**config.mk**
```make
export PLATFORM = sky130hd
export DESIGN_NAME = terminal_line_editor
export DESIGN_NICKNAME = d
export VERILOG_FILES = /design/src/hdl/tle_pkg.sv /design/src/hdl/terminal_line_editor.sv /design/src/hdl/tle_store.sv /design/src/hdl/tle_ctrl.sv /design/src/hdl/tle_emit.sv
export SDC_FILE = /design/constraint.sdc
export NUM_CORES = 1
export LEC_CHECK = 0
export BUFFER_PORTS_ARGS = -buffer_cell sky130_fd_sc_hd__buf_2
export CORE_UTILIZATION = 60
export CTS_CLUSTER_SIZE = 8
export DETAILED_ROUTE_END_ITERATION = 10
export PLACE_DENSITY = 0.76
export REMOVE_ABC_BUFFERS = 1
export SLEW_MARGIN = 20
export SYNTH_ARGS = -nofsm -noshare
export SYNTH_HDL_FRONTEND = slang
export SYNTH_SLANG_ARGS = --single-unit
```
**constraint.sdc**
```tcl
create_clock -name clk -period 5.2 [get_ports clk]
set_input_delay 0.26 -clock clk [delete_from_list [all_inputs] [get_ports clk]]
set_output_delay 0.26 -clock clk [all_outputs]
set_load 0.05 [all_outputs]
```
**src/hdl/tle_pkg.sv**
```systemverilog
`default_nettype none
package tle_pkg;

  // Character codes
  localparam logic [7:0] CH_BS    = 8'd8;
  localparam logic [7:0] CH_LF    = 8'd10;
  localparam logic [7:0] CH_CR    = 8'd13;
  localparam logic [7:0] CH_SPACE = 8'd32;
  localparam logic [7:0] CH_TILDE = 8'd126;
  localparam logic [7:0] CH_DEL   = 8'd127;

  // Field widths
  localparam int unsigned CAP_W = 7;   // line_capacity and write position
  localparam int unsigned LEN_W = 6;   // line_length and read_index

  // Result sequence kinds handed from control to the output sequencer
  localparam int unsigned OP_W = 3;
  localparam logic [OP_W-1:0] OP_READ     = 3'd0;  // read answer
  localparam logic [OP_W-1:0] OP_ECHO     = 3'd1;  // echo character
  localparam logic [OP_W-1:0] OP_END      = 3'd2;  // CR, LF
  localparam logic [OP_W-1:0] OP_ERASE    = 3'd3;  // BS, space, BS
  localparam logic [OP_W-1:0] OP_ECHO_END = 3'd4;  // echo character, CR, LF

  typedef struct packed {
    logic [OP_W-1:0]  op;
    logic [7:0]       ch;
    logic [LEN_W-1:0] len;
    logic             in_range;
  } tle_item_t;

endpackage
`default_nettype wire

```
**src/hdl/terminal_line_editor.sv**
```systemverilog
// Line editor for a serial terminal with echo. Each input transaction is a
// received character (tuser 0) or a read of one line store entry (tuser 1);
// the block answers with zero to three output transactions, the final one
// marked by tlast. A new input transaction is taken every cycle while the
// decode stage is free; the output side sends one result per cycle while
// out_tready is high, one to three per item (three for backspace and for a
// line ended by capacity). A line ended by capacity also blocks input while
// its zero terminator is written, because the terminator needs the store's
// single write port after the character itself. Reads return the store
// entry written before, zero for an index at or beyond LINE_DEPTH.
// line_capacity is written through cfg_wen/cfg_wdata while idle; reset
// value 64, clamped to 2..LINE_DEPTH. No clearing pass after reset.
`default_nettype none
module terminal_line_editor #(
  parameter int unsigned LINE_DEPTH = 64
) (
  input  wire         clk,
  input  wire         rst_n,
  input  wire         in_tvalid,
  output logic        in_tready,
  input  wire  [15:0] in_tdata,   // rx_byte[7:0], read_index[13:8], zero pad
  input  wire         in_tuser,   // func
  output logic        out_tvalid,
  input  wire         out_tready,
  // tx_byte[7:0], line_done[8], line_length[14:9], line_char[22:15], zero pad
  output logic [23:0] out_tdata,
  output logic        out_tuser,  // result_kind
  output logic        out_tlast,  // last
  input  wire         cfg_wen,
  input  wire  [6:0]  cfg_wdata   // line_capacity
);

  localparam int unsigned AW = $clog2(LINE_DEPTH);

  logic               mem_we;
  logic [AW-1:0]      mem_waddr;
  logic [7:0]         mem_wdata;
  logic               mem_re;
  logic [AW-1:0]      mem_raddr;
  logic [7:0]         mem_rdata;
  logic               item_valid;
  logic               item_take;
  tle_pkg::tle_item_t item;

  tle_ctrl #(
    .LINE_DEPTH(LINE_DEPTH)
  ) u_ctrl (
    .clk        (clk),
    .rst_n      (rst_n),
    .in_tvalid  (in_tvalid),
    .in_tready  (in_tready),
    .in_tdata   (in_tdata),
    .in_tuser   (in_tuser),
    .cfg_wen    (cfg_wen),
    .cfg_wdata  (cfg_wdata),
    .mem_we     (mem_we),
    .mem_waddr  (mem_waddr),
    .mem_wdata  (mem_wdata),
    .mem_re     (mem_re),
    .mem_raddr  (mem_raddr),
    .item_valid (item_valid),
    .item       (item),
    .item_take  (item_take)
  );

  tle_store #(
    .DEPTH(LINE_DEPTH)
  ) u_store (
    .clk   (clk),
    .we    (mem_we),
    .waddr (mem_waddr),
    .wdata (mem_wdata),
    .re    (mem_re),
    .raddr (mem_raddr),
    .rdata (mem_rdata)
  );

  tle_emit u_emit (
    .clk        (clk),
    .rst_n      (rst_n),
    .item_valid (item_valid),
    .item       (item),
    .item_take  (item_take),
    .mem_rdata  (mem_rdata),
    .out_tvalid (out_tvalid),
    .out_tready (out_tready),
    .out_tdata  (out_tdata),
    .out_tuser  (out_tuser),
    .out_tlast  (out_tlast)
  );

endmodule
`default_nettype wire

```
**src/hdl/tle_store.sv**
```systemverilog
`default_nettype none
module tle_store #(
  parameter int unsigned DEPTH = 64
) (
  input  wire                         clk,
  input  wire                         we,
  input  wire  [$clog2(DEPTH)-1:0]    waddr,
  input  wire  [7:0]                  wdata,
  input  wire                         re,
  input  wire  [$clog2(DEPTH)-1:0]    raddr,
  output logic [7:0]                  rdata
);

  logic [7:0] mem [DEPTH];

  always_ff @(posedge clk) begin
    if (we) begin
      mem[waddr] <= wdata;
    end
  end

  // Hold the read data until the next read
  always_ff @(posedge clk) begin
    if (re) begin
      rdata <= mem[raddr];
    end
  end

endmodule
`default_nettype wire

```
**src/hdl/tle_ctrl.sv**
```systemverilog
`default_nettype none
module tle_ctrl #(
  parameter int unsigned LINE_DEPTH = 64
) (
  input  wire                                clk,
  input  wire                                rst_n,
  input  wire                                in_tvalid,
  output logic                               in_tready,
  input  wire  [15:0]                        in_tdata,
  input  wire                                in_tuser,
  input  wire                                cfg_wen,
  input  wire  [tle_pkg::CAP_W-1:0]          cfg_wdata,
  output logic                               mem_we,
  output logic [$clog2(LINE_DEPTH)-1:0]      mem_waddr,
  output logic [7:0]                         mem_wdata,
  output logic                               mem_re,
  output logic [$clog2(LINE_DEPTH)-1:0]      mem_raddr,
  output logic                               item_valid,
  output tle_pkg::tle_item_t                 item,
  input  wire                                item_take
);

  localparam int unsigned AW      = $clog2(LINE_DEPTH);
  localparam int unsigned CW      = tle_pkg::CAP_W;
  localparam int unsigned CAP_MAX = (LINE_DEPTH < 127) ? LINE_DEPTH : 127;
  localparam int unsigned RST_CAP = (LINE_DEPTH < 64) ? LINE_DEPTH : 64;

  logic [CW-1:0]      pos_r, pos_nxt;
  logic [CW-1:0]      limit_r, limit_nxt;
  logic               term_pend_r, term_pend_nxt;
  logic [CW-1:0]      term_addr_r, term_addr_nxt;
  logic               s1_v_r, s1_v_nxt;
  tle_pkg::tle_item_t s1_item_r, s1_item_nxt;

  logic               accept;
  logic               gen;
  logic [7:0]         rx;
  logic [tle_pkg::LEN_W-1:0] ridx;
  logic [CW-1:0]      pos_inc;
  logic [CW-1:0]      wa;
  logic               wr;
  logic [CW-1:0]      cap_lo;

  assign rx      = in_tdata[7:0];
  assign ridx    = in_tdata[13:8];
  assign pos_inc = pos_r + 1'b1;

  assign in_tready = (!s1_v_r || item_take) && !term_pend_r;
  assign accept    = in_tvalid && in_tready;

  // Clamp the capacity and keep the character limit
  always_comb begin
    cap_lo    = (cfg_wdata < CW'(2)) ? CW'(2) : cfg_wdata;
    limit_nxt = limit_r;
    if (cfg_wen) begin
      limit_nxt = ((32'(cap_lo) > CAP_MAX) ? CW'(CAP_MAX) : cap_lo) - 1'b1;
    end
  end

  always_comb begin
    pos_nxt       = pos_r;
    term_pend_nxt = 1'b0;
    term_addr_nxt = term_addr_r;
    gen           = 1'b0;
    wr            = 1'b0;
    wa            = pos_r;
    mem_wdata     = 8'd0;
    mem_re        = 1'b0;
    s1_item_nxt.op       = tle_pkg::OP_READ;
    s1_item_nxt.ch       = rx;
    s1_item_nxt.len      = '0;
    s1_item_nxt.in_range = 32'(ridx) < LINE_DEPTH;

    // Pending write: zero terminator after a line ended by capacity
    if (term_pend_r) begin
      wr = 1'b1;
      wa = term_addr_r;
    end

    if (accept) begin
      if (in_tuser) begin
        gen    = 1'b1;
        mem_re = 1'b1;
      end else if (rx == tle_pkg::CH_CR || rx == tle_pkg::CH_LF) begin
        gen             = 1'b1;
        s1_item_nxt.op  = tle_pkg::OP_END;
        s1_item_nxt.len = pos_r[tle_pkg::LEN_W-1:0];
        wr              = 1'b1;
        pos_nxt         = '0;
      end else if (rx == tle_pkg::CH_BS || rx == tle_pkg::CH_DEL) begin
        if (pos_r != '0) begin
          gen            = 1'b1;
          s1_item_nxt.op = tle_pkg::OP_ERASE;
          pos_nxt        = pos_r - 1'b1;
        end
      end else if (rx >= tle_pkg::CH_SPACE && rx <= tle_pkg::CH_TILDE) begin
        gen       = 1'b1;
        wr        = 1'b1;
        mem_wdata = rx;
        if (pos_inc >= limit_r) begin
          s1_item_nxt.op  = tle_pkg::OP_ECHO_END;
          s1_item_nxt.len = pos_inc[tle_pkg::LEN_W-1:0];
          pos_nxt         = '0;
          term_pend_nxt   = 32'(pos_inc) < LINE_DEPTH;
          term_addr_nxt   = pos_inc;
        end else begin
          s1_item_nxt.op = tle_pkg::OP_ECHO;
          pos_nxt        = pos_inc;
        end
      end
    end

    mem_we    = wr && (32'(wa) < LINE_DEPTH);
    mem_waddr = AW'(wa);
    mem_raddr = AW'(ridx);

    s1_v_nxt = s1_v_r;
    if (accept) begin
      s1_v_nxt = gen;
    end else if (item_take) begin
      s1_v_nxt = 1'b0;
    end
  end

  always_ff @(posedge clk) begin
    if (!rst_n) begin
      pos_r       <= '0;
      limit_r     <= CW'(RST_CAP - 1);
      term_pend_r <= 1'b0;
      s1_v_r      <= 1'b0;
    end else begin
      pos_r       <= pos_nxt;
      limit_r     <= limit_nxt;
      term_pend_r <= term_pend_nxt;
      s1_v_r      <= s1_v_nxt;
    end
  end

  always_ff @(posedge clk) begin
    term_addr_r <= term_addr_nxt;
    if (accept) begin
      s1_item_r <= s1_item_nxt;
    end
  end

  assign item_valid = s1_v_r;
  assign item       = s1_item_r;

endmodule
`default_nettype wire

```
**src/hdl/tle_emit.sv**
```systemverilog
`default_nettype none
module tle_emit (
  input  wire                 clk,
  input  wire                 rst_n,
  input  wire                 item_valid,
  input  tle_pkg::tle_item_t  item,
  output logic                item_take,
  input  wire  [7:0]          mem_rdata,
  output logic                out_tvalid,
  input  wire                 out_tready,
  output logic [23:0]         out_tdata,
  output logic                out_tuser,
  output logic                out_tlast
);

  logic                       busy_r, busy_nxt;
  logic [1:0]                 step_r, step_nxt;
  logic [tle_pkg::OP_W-1:0]   op_r;
  logic [7:0]                 ch_r;
  logic [tle_pkg::LEN_W-1:0]  len_r;
  logic [7:0]                 rchar_r;

  logic                       fire;
  logic                       last_step;
  logic [7:0]                 tx;
  logic                       done;
  logic [tle_pkg::LEN_W-1:0]  len_o;
  logic [7:0]                 char_o;
  logic                       kind;

  // Result fields from the sequence kind and step
  always_comb begin
    tx        = 8'd0;
    done      = 1'b0;
    kind      = 1'b0;
    char_o    = 8'd0;
    last_step = 1'b1;
    unique case (op_r)
      tle_pkg::OP_READ: begin
        kind   = 1'b1;
        char_o = rchar_r;
      end
      tle_pkg::OP_ECHO: begin
        tx = ch_r;
      end
      tle_pkg::OP_END: begin
        done      = 1'b1;
        tx        = (step_r == 2'd0) ? tle_pkg::CH_CR : tle_pkg::CH_LF;
        last_step = (step_r == 2'd1);
      end
      tle_pkg::OP_ERASE: begin
        tx        = (step_r == 2'd1) ? tle_pkg::CH_SPACE : tle_pkg::CH_BS;
        last_step = (step_r == 2'd2);
      end
      tle_pkg::OP_ECHO_END: begin
        done      = (step_r != 2'd0);
        tx        = (step_r == 2'd0) ? ch_r :
                    (step_r == 2'd1) ? tle_pkg::CH_CR : tle_pkg::CH_LF;
        last_step = (step_r == 2'd2);
      end
      default: begin
        tx = 8'd0;
      end
    endcase
    len_o = done ? len_r : '0;
  end

  assign out_tvalid = busy_r;
  assign out_tuser  = kind;
  assign out_tlast  = last_step;
  assign out_tdata  = {1'b0, char_o, len_o, done, tx};

  assign fire      = busy_r && out_tready;
  assign item_take = item_valid && (!busy_r || (fire && last_step));

  always_comb begin
    busy_nxt = busy_r;
    step_nxt = step_r;
    if (item_take) begin
      busy_nxt = 1'b1;
      step_nxt = 2'd0;
    end else if (fire) begin
      if (last_step) begin
        busy_nxt = 1'b0;
      end else begin
        step_nxt = step_r + 2'd1;
      end
    end
  end

  always_ff @(posedge clk) begin
    if (!rst_n) begin
      busy_r <= 1'b0;
      step_r <= 2'd0;
    end else begin
      busy_r <= busy_nxt;
      step_r <= step_nxt;
    end
  end

  // Capture the read data together with the transaction
  always_ff @(posedge clk) begin
    if (item_take) begin
      op_r    <= item.op;
      ch_r    <= item.ch;
      len_r   <= item.len;
      rchar_r <= item.in_range ? mem_rdata : 8'd0;
    end
  end

endmodule
`default_nettype wire

```
## Word level (Yosys, flattened, before mapping)

Memories as Yosys holds them, arrays and structs flattened. A register that Yosys moved wholly into a read port is not among the register bits.
Index checks and enable logic that the tools add are counted.

| word-level totals | value |
|---|---|
| memories | 1 |
| bits in registers | 68 |
| logic and storage cells | 128 |
| RAM bits | 512 |
| bits of input ports | 29 |

| cells by class | value |
|---|---|
| reduce and logical (&&, ||, !) cells | 30 |
| bitwise operators | 8 |
| magnitude comparators | 7 |
| equality and inequality tests | 11 |
| muxes and demuxes | 52 |
| add/subtract/negate cells | 4 |

Memories:

| memory | depth | width | read ports | clocked after Yosys merged registers in | write ports | RTL line | RTL |
|---|---|---|---|---|---|---|---|
| u_store.mem | 64 | 8 | 1 | 1 | 1 | tle_store.sv:14 | `logic [7:0] mem [DEPTH];` |

Operators by type and width:

| cell | number |
|---|---|
| 7-bit two-way mux | 8 |
| 8-bit two-way mux | 7 |
| 6-bit two-way mux | 6 |
| 8-bit one-hot mux with 4 select lines | 1 |
| 8-bit by 4-bit equality test with 1-bit output, second input constant | 3 |
| 1-bit two-way mux | 21 |
| 3-bit two-way mux | 5 |
| 7-bit less-than comparator, second input constant | 2 |
| 7-bit by 1-bit subtractor with 7-bit output, second input constant | 2 |
| 8-bit by 7-bit equality test with 1-bit output, second input constant | 1 |
| 8-bit by 6-bit greater-or-equal comparator with 1-bit output, second input constant | 1 |
| 8-bit by 7-bit <= comparator with 1-bit output, second input constant | 1 |
| 1-bit inverter | 8 |
| 2-bit nonzero test | 4 |
| 7-bit by 1-bit adder with 7-bit output, second input constant | 1 |
| 7-bit greater-or-equal comparator | 1 |
| 7-bit > comparator, second input constant | 1 |
| 1-bit logical AND | 7 |
| 7-bit by 2-bit less-than comparator with 1-bit output, second input constant | 1 |
| 7-bit nonzero test | 1 |
| 7-bit OR reduction | 1 |
| 3-bit by 2-bit equality test with 1-bit output, second input constant | 2 |
| 6-bit AND reduction | 1 |
| 2-bit OR reduction | 3 |
| 15 further kinds | 23 |

## Logic depth before layout (Yosys ltp)

| logic depth | value |
|---|---|
| word-level depth | 13 |
| gate-level depth with buffers | 12 |
| mapped depth without buffers | 12 |

## Modules after synthesis

Synthesis repeated with hierarchy kept, for this count alone.

| second synthesis, totals | value |
|---|---|
| cell total of the unflattened synthesis | 1,309 |
| area total of the unflattened synthesis | 24,095.6 um^2 |

By module, submodules not included:

| module | cells each | area an instance (um^2) | instances | seq. area each (um^2) |
|---|---|---|---|---|
| tle_store | 940 | 20,246.9 | 1 | 15,615.0 |
| tle_ctrl | 249 | 2,413.6 | 1 | 1,041.0 |
| tle_emit | 120 | 1,435.1 | 1 | 810.8 |

## Least setup slack after synthesis

OpenSTA, ideal clock, no wires.

| path | value |
|---|---|
| path kind | reg-to-reg |
| start | register u_emit.step_r[0] |
| end | memory u_store.mem[0][0] (data pin) |
| path buffers | 0 |
| library setup time | 0.439 ns |
| setup slack | 2.183 ns |
| stages on the path, launching flop included | 8 |
| data arrival time | 2.578 ns |
| cells stage by stage | dfxtp_1 inv_1 ha_1 or4b_2 o211a_1 o21ai_1 nor3_1 and2_1 |

| between the ends | value |
|---|---|
| cells in the longest elaborated chain, start to end | 9 |

RTL lines:

| item | RTL line | RTL |
|---|---|---|
| from (decl) | tle_emit.sv:17 | `logic [1:0] step_r, step_nxt;` |
| from (signal assigned) | tle_emit.sv:97 | `step_r <= step_nxt;` |
| 2-bit equality test or 2-bit by 1-bit equality test with 1-bit output (tied branches) | tle_emit.sv:53, tle_emit.sv:59, tle_emit.sv:49 |  |
| 1-bit one-hot mux with 2 select lines (*) | tle_emit.sv:38 | `unique case (op_r)` |
| 1-bit logical AND (*) | tle_emit.sv:74 | `assign item_take = item_valid && (!busy_r \|\| (fire && last_step));` |
| 1-bit logical OR (*) | tle_emit.sv:74 |  |
| 1-bit logical AND (*) | tle_emit.sv:74 |  |
| 1-bit logical OR (*) | tle_ctrl.sv:48 | `assign in_tready = (!s1_v_r \|\| item_take) && !term_pend_r;` |
| 1-bit logical AND (*) | tle_ctrl.sv:48 |  |
| 1-bit logical AND (*) | tle_ctrl.sv:49 | `assign accept = in_tvalid && in_tready;` |
| 8-bit two-way mux (*) | tle_ctrl.sv:80 | `if (accept) begin` |
| named net mem_wdata[0] | terminal_line_editor.sv:37 | `logic [7:0] mem_wdata;` |
| to (decl) | tle_store.sv:14 |  |

Mark *: on every way through the listed nets, which the timed path passes. The rest lies on a longest branch.

## Worst setup path in the final report

| path | value |
|---|---|
| start | input in_tdata[6] |
| end | memory u_store.mem[41][3], enable pin |

| between the ends | value |
|---|---|
| cells in the longest elaborated chain, start to end | 10 |

RTL lines:

| item | RTL line | RTL |
|---|---|---|
| from (decl) | terminal_line_editor.sv:21 | `input wire [15:0] in_tdata,` |
| 8-bit by 6-bit greater-or-equal comparator with 1-bit output or 8-bit by 7-bit <= comparator with 1-bit output (tied branches) | tle_ctrl.sv:96 | `end else if (rx >= tle_pkg::CH_SPACE && rx <= tle_pkg::CH_TILDE) begin` |
| 1-bit logical AND | tle_ctrl.sv:96 |  |
| 1-bit two-way mux | tle_ctrl.sv:96 |  |
| 1-bit two-way mux | tle_ctrl.sv:90 | `end else if (rx == tle_pkg::CH_BS \|\| rx == tle_pkg::CH_DEL) begin` |
| 1-bit two-way mux (*) | tle_ctrl.sv:84 | `end else if (rx == tle_pkg::CH_CR \|\| rx == tle_pkg::CH_LF) begin` |
| 1-bit two-way mux (*) | tle_ctrl.sv:81 | `if (in_tuser) begin` |
| 1-bit two-way mux (*) | tle_ctrl.sv:80 |  |
| 1-bit logical AND (*) | tle_ctrl.sv:113 | `mem_we = wr && (32'(wa) < LINE_DEPTH);` |
| 1-bit two-way mux (*) | tle_store.sv:17 | `if (we) begin` |
| 1-bit two-way mux (not written as such) (*) | tle_store.sv:18 | `mem[waddr] <= wdata;` |

Mark *: on every way between the ends. The rest lies on a longest branch, timed or not.

==> impl_metrics.prom <==
# TYPE chip_impl_metric gauge
chip_impl_metric{name="clock-skew-final",unit="ps"} 31.2
chip_impl_info{name="mostFrequentLayoutCells",value="edfxtp_1, mux4_2, nor2_1, clkbuf_16"} 1
chip_impl_metric{name="die_w",unit="um"} 201
chip_impl_metric{name="drt_first_pass_iters",unit=""} 6
chip_impl_metric{name="dp_slack",unit="ps"} 1200
chip_impl_metric{name="post-route-period-util",unit="%"} 80.1
chip_impl_metric{name="finalWirelength",unit="um"} 54600
chip_impl_info{name="synth_top_area_cell",value="edfxtp_1"} 1
chip_impl_metric{name="place.detailed.hpwl",unit="um"} 32900
chip_impl_metric{name="timing.critical_path.arrival",unit="ps"} 4370
chip_impl_metric{name="vias_in_the_first_global_route",unit=""} 13200
chip_impl_metric{name="power_density",unit="nW/um^2"} 384
chip_impl_metric{name="worstRegToRegCells",unit=""} 6
chip_impl_metric{name="timing.hold.worst_path_depth",unit=""} 2
chip_impl_info{name="hold_path.class",value="in2reg"} 1
chip_impl_metric{name="global_route.usage.total",unit="%"} 27.8
chip_impl_metric{name="tightestPinTransition",unit="ps"} 1010
chip_impl_metric{name="share_of_yosys_cell_area_claimed_by_the_top_area_cell_type",unit="%"} 71.9
chip_impl_info{name="root_buffer_cell",value="clkbuf_16"} 1
chip_impl_metric{name="first_iter_violations",unit=""} 1677
chip_impl_info{name="critPathKind",value="in2reg"} 1
chip_impl_metric{name="die-height",unit="um"} 201
chip_impl_metric{name="wl_per_cell",unit="um"} 27.0
chip_impl_metric{name="syn_inst",unit=""} 1332
chip_impl_metric{name="numCtsBuffers",unit=""} 83
chip_impl_metric{name="cts-root-to-sink-buffers",unit=""} 3
chip_impl_metric{name="setup-tns-final",unit="ps"} 0
chip_impl_metric{name="vdd_ir_drop_max",unit="uV"} 252
chip_impl_metric{name="maxSlewHeadroom",unit="%"} 32.6
chip_impl_metric{name="drc_errors",unit=""} 0
chip_impl_metric{name="fillers",unit=""} 2308
chip_impl_metric{name="starting_density_of_the_core",unit="%"} 61.2
chip_impl_metric{name="area_growth_syn_to_layout",unit="%"} 14.0
chip_impl_info{name="synth.top_cells.by_area",value="edfxtp_1, mux4_2, mux2i_1, nor2_1, dfxtp_1"} 1
chip_impl_metric{name="die_area",unit="um^2"} 40400
chip_impl_info{name="worst_setup_ep_type",value="register"} 1
chip_impl_metric{name="io_buffer_count",unit=""} 53
chip_impl_metric{name="gr-total-overflow",unit=""} 0
chip_impl_metric{name="fp.coreArea",unit="um^2"} 38800
chip_impl_metric{name="yosysUniqueCellTypes",unit=""} 63
chip_impl_metric{name="grt_pass1_wl",unit="um"} 82100
chip_impl_metric{name="final_max_slew_viol_count",unit=""} 0
chip_impl_metric{name="seq_area_frac_synth",unit="%"} 73.5
chip_impl_info{name="timing.critical_path.from_type",value="primary input"} 1
chip_impl_metric{name="insertedDiodeCount",unit=""} 0
chip_impl_metric{name="fmaxAchievable",unit="MHz"} 240
chip_impl_metric{name="postSynthAreaPerCell",unit="um^2"} 17.8
chip_impl_metric{name="route.detailed.vias_per_inst",unit=""} 6.52
chip_impl_metric{name="deepest_level_of_the_cts_h_tree",unit=""} 3
chip_impl_metric{name="synth_enable_flop_cells",unit=""} 569
chip_impl_metric{name="clock-sinks",unit=""} 588
chip_impl_info{name="cts_tree",value="yes"} 1
chip_impl_metric{name="grt_max_degree",unit=""} 65
chip_impl_metric{name="timing.critical_path.fanout_max",unit=""} 11
chip_impl_info{name="final_common_cell",value="edfxtp_1"} 1
chip_impl_metric{name="dp.cells",unit=""} 1917
chip_impl_metric{name="nNetsFinal",unit=""} 1535
chip_impl_metric{name="synth_warnings",unit=""} 0
chip_impl_metric{name="hold_viol_final",unit=""} 0
chip_impl_metric{name="final.min_clock_period",unit="ps"} 4160
chip_impl_metric{name="worst_ep_required_time",unit="ps"} 5410
chip_impl_metric{name="final_weighted_congestion_of_routability_driven_global_placement",unit=""} 0.924
chip_impl_metric{name="synth_async_sr_flop_share",unit="%"} 0
chip_impl_metric{name="design_power_total",unit="mW"} 10.4
chip_impl_metric{name="synth.cell_area",unit="um^2"} 23800
chip_impl_metric{name="worst_skew_pair.late_latency",unit="ps"} 590
chip_impl_metric{name="p_leak",unit="nW"} 9.18
chip_impl_metric{name="num_vias",unit=""} 13200
chip_impl_metric{name="clk_slew_on_worst_s_h_paths",unit="ps"} 50
chip_impl_info{name="rsz0062_at_grt",value="no"} 1
chip_impl_metric{name="fraction_of_final_layout_cells_sized_beyond_drive_strength_1",unit="%"} 19.7
chip_impl_metric{name="postSynthRegisterBits",unit=""} 588
chip_impl_metric{name="layoutNonFillerInstCount",unit=""} 2025
chip_impl_info{name="result_of_the_run",value="complete, no violations"} 1
chip_impl_metric{name="ant_nets",unit=""} 0
chip_impl_metric{name="number_of_rows_created_at_floorplan",unit=""} 72
chip_impl_metric{name="top_level_ports",unit=""} 57
chip_impl_metric{name="setup_viol_count_final",unit=""} 0
chip_impl_metric{name="timing.max_cap.violations",unit=""} 0
chip_impl_metric{name="layout_setup_ws",unit="ps"} 1040
chip_impl_metric{name="antenna_found_initial",unit=""} 0
chip_impl_metric{name="post_cts.resized_instances",unit=""} 0
chip_impl_info{name="dominantRegCellSynth",value="edfxtp_1"} 1
==> state kept, by name, indices dropped and copies added (netlist names) <==
register,flops
u_ctrl.term_pend_r,1
u_store.rdata,8
u_ctrl.item_valid,1
u_emit.ch_r,8
u_emit.rchar_r,8
u_emit.op_r,3
u_ctrl.limit_r,7
u_emit.len_r,6
u_store.mem,512
u_ctrl.item,17
u_ctrl.term_addr_r,7
u_emit.step_r,2
u_emit.out_tvalid,1
u_ctrl.pos_r,7
==> metrics by stage <==
step | area, um^2 | hold slack (ps) | util (%)
global placement | 24800 | 400 | 63.9
CTS | 27100 | 31.9 | 69.8
finish | 27100 | 51.3 | 69.8
detailed placement | 24800 | 405 | 63.9
global route | 27100 | 63.9 | 69.8
floorplan | 23700 | 322 | -
==> worst max-delay path, stage by stage <==
cell and delay (ps):
dlygate4sd3_1 540, buf_2 170, or4b_1 560, a211oi_1 260, buf_4 230, o21ba_2 200, o41ai_4 440, nand3_1 760
nor2_1 960
==> routing by layer <==
layer	track usage, %	up-vias	wire, um
met2	44.3	845	26700
met4	10.9	0	1850
met3	6.10	121	5370
met1	38.0	6665	20700
met5	0	-	0
li1	-	5570	-
==> layout make-up <==
| cell class | instances | area, um^2 | area share [%] |
|---|---|---|---|
| inverter | 23 | 86.3 | 0.319 |
| clock inverter | 3 | 55.1 | 0.203 |
| tap | 518 | 648 | 2.39 |
| clock buffer | 96 | 2150 | 7.93 |
| multi-input combinational | 719 | 6180 | 22.8 |
| sequential | 588 | 17500 | 64.5 |
| timing repair buffer | 78 | 499 | 1.84 |
==> synthesized netlist by cell type, types with 4 or more instances <==
cell        n
a221oi_1    6
and3_1      7
edfxtp_1  569
buf_2      14
dfxtp_1    19
a21o_1      4
nor3_1     16
nor2b_1    21
nor2_1    103
clkbuf_1   39
nand4_1    10
nand2_1    65
o21ai_0    24
o211ai_1    7
and2_1     30
a21oi_1    16
xnor2_1     7
o22ai_1    21
mux4_2    112
a31oi_1     7
a211oi_1   12
nand2b_1   15
ha_1       13
mux2i_1    44
or2_2       5
mux2_2      9
nand3_1    21
nand3b_1    6
buf_1      11
o32ai_1     4
inv_1      23
a22oi_1    21
==> what timing repair did <==
item | CTS | global route
hold buffers | 9 | 0
setup buffers | 0 | 0
hold endpoints to repair | 9 | 0
==> final timing paths <==
kind / startpoint / to / slack (ps)
max reg2reg: u_emit.op_r[1] / u_store.mem[41][3] / 1230
max: in_tdata[6] / u_store.mem[41][3] / 1040
min: rst_n / u_ctrl.limit_r[1] / 50
min reg2reg: u_ctrl.item[2] / u_emit.len_r[1] / 410
==> cell families after synthesis <==
kind of cell               share of synthesized area, %
adders and majority gates                         0.685
DFF                                                73.5
and+or+nand+nor                                    6.35
AOI/OAI and AO/OA                                  4.73
buffers and inverters                              1.51
other                                            0.0158
xor gates and xnor gates                          0.295
muxes                                              12.9
==> power by group <==
group	internal [mW]	leakage, nW	switching [mW]
clock network	2.90	1.07	1.82
registers	5.20	5.47	0.0132
logic	0.170	2.64	0.300
total	8.27	9.18	2.13
Power figures use the tool's default switching activity.
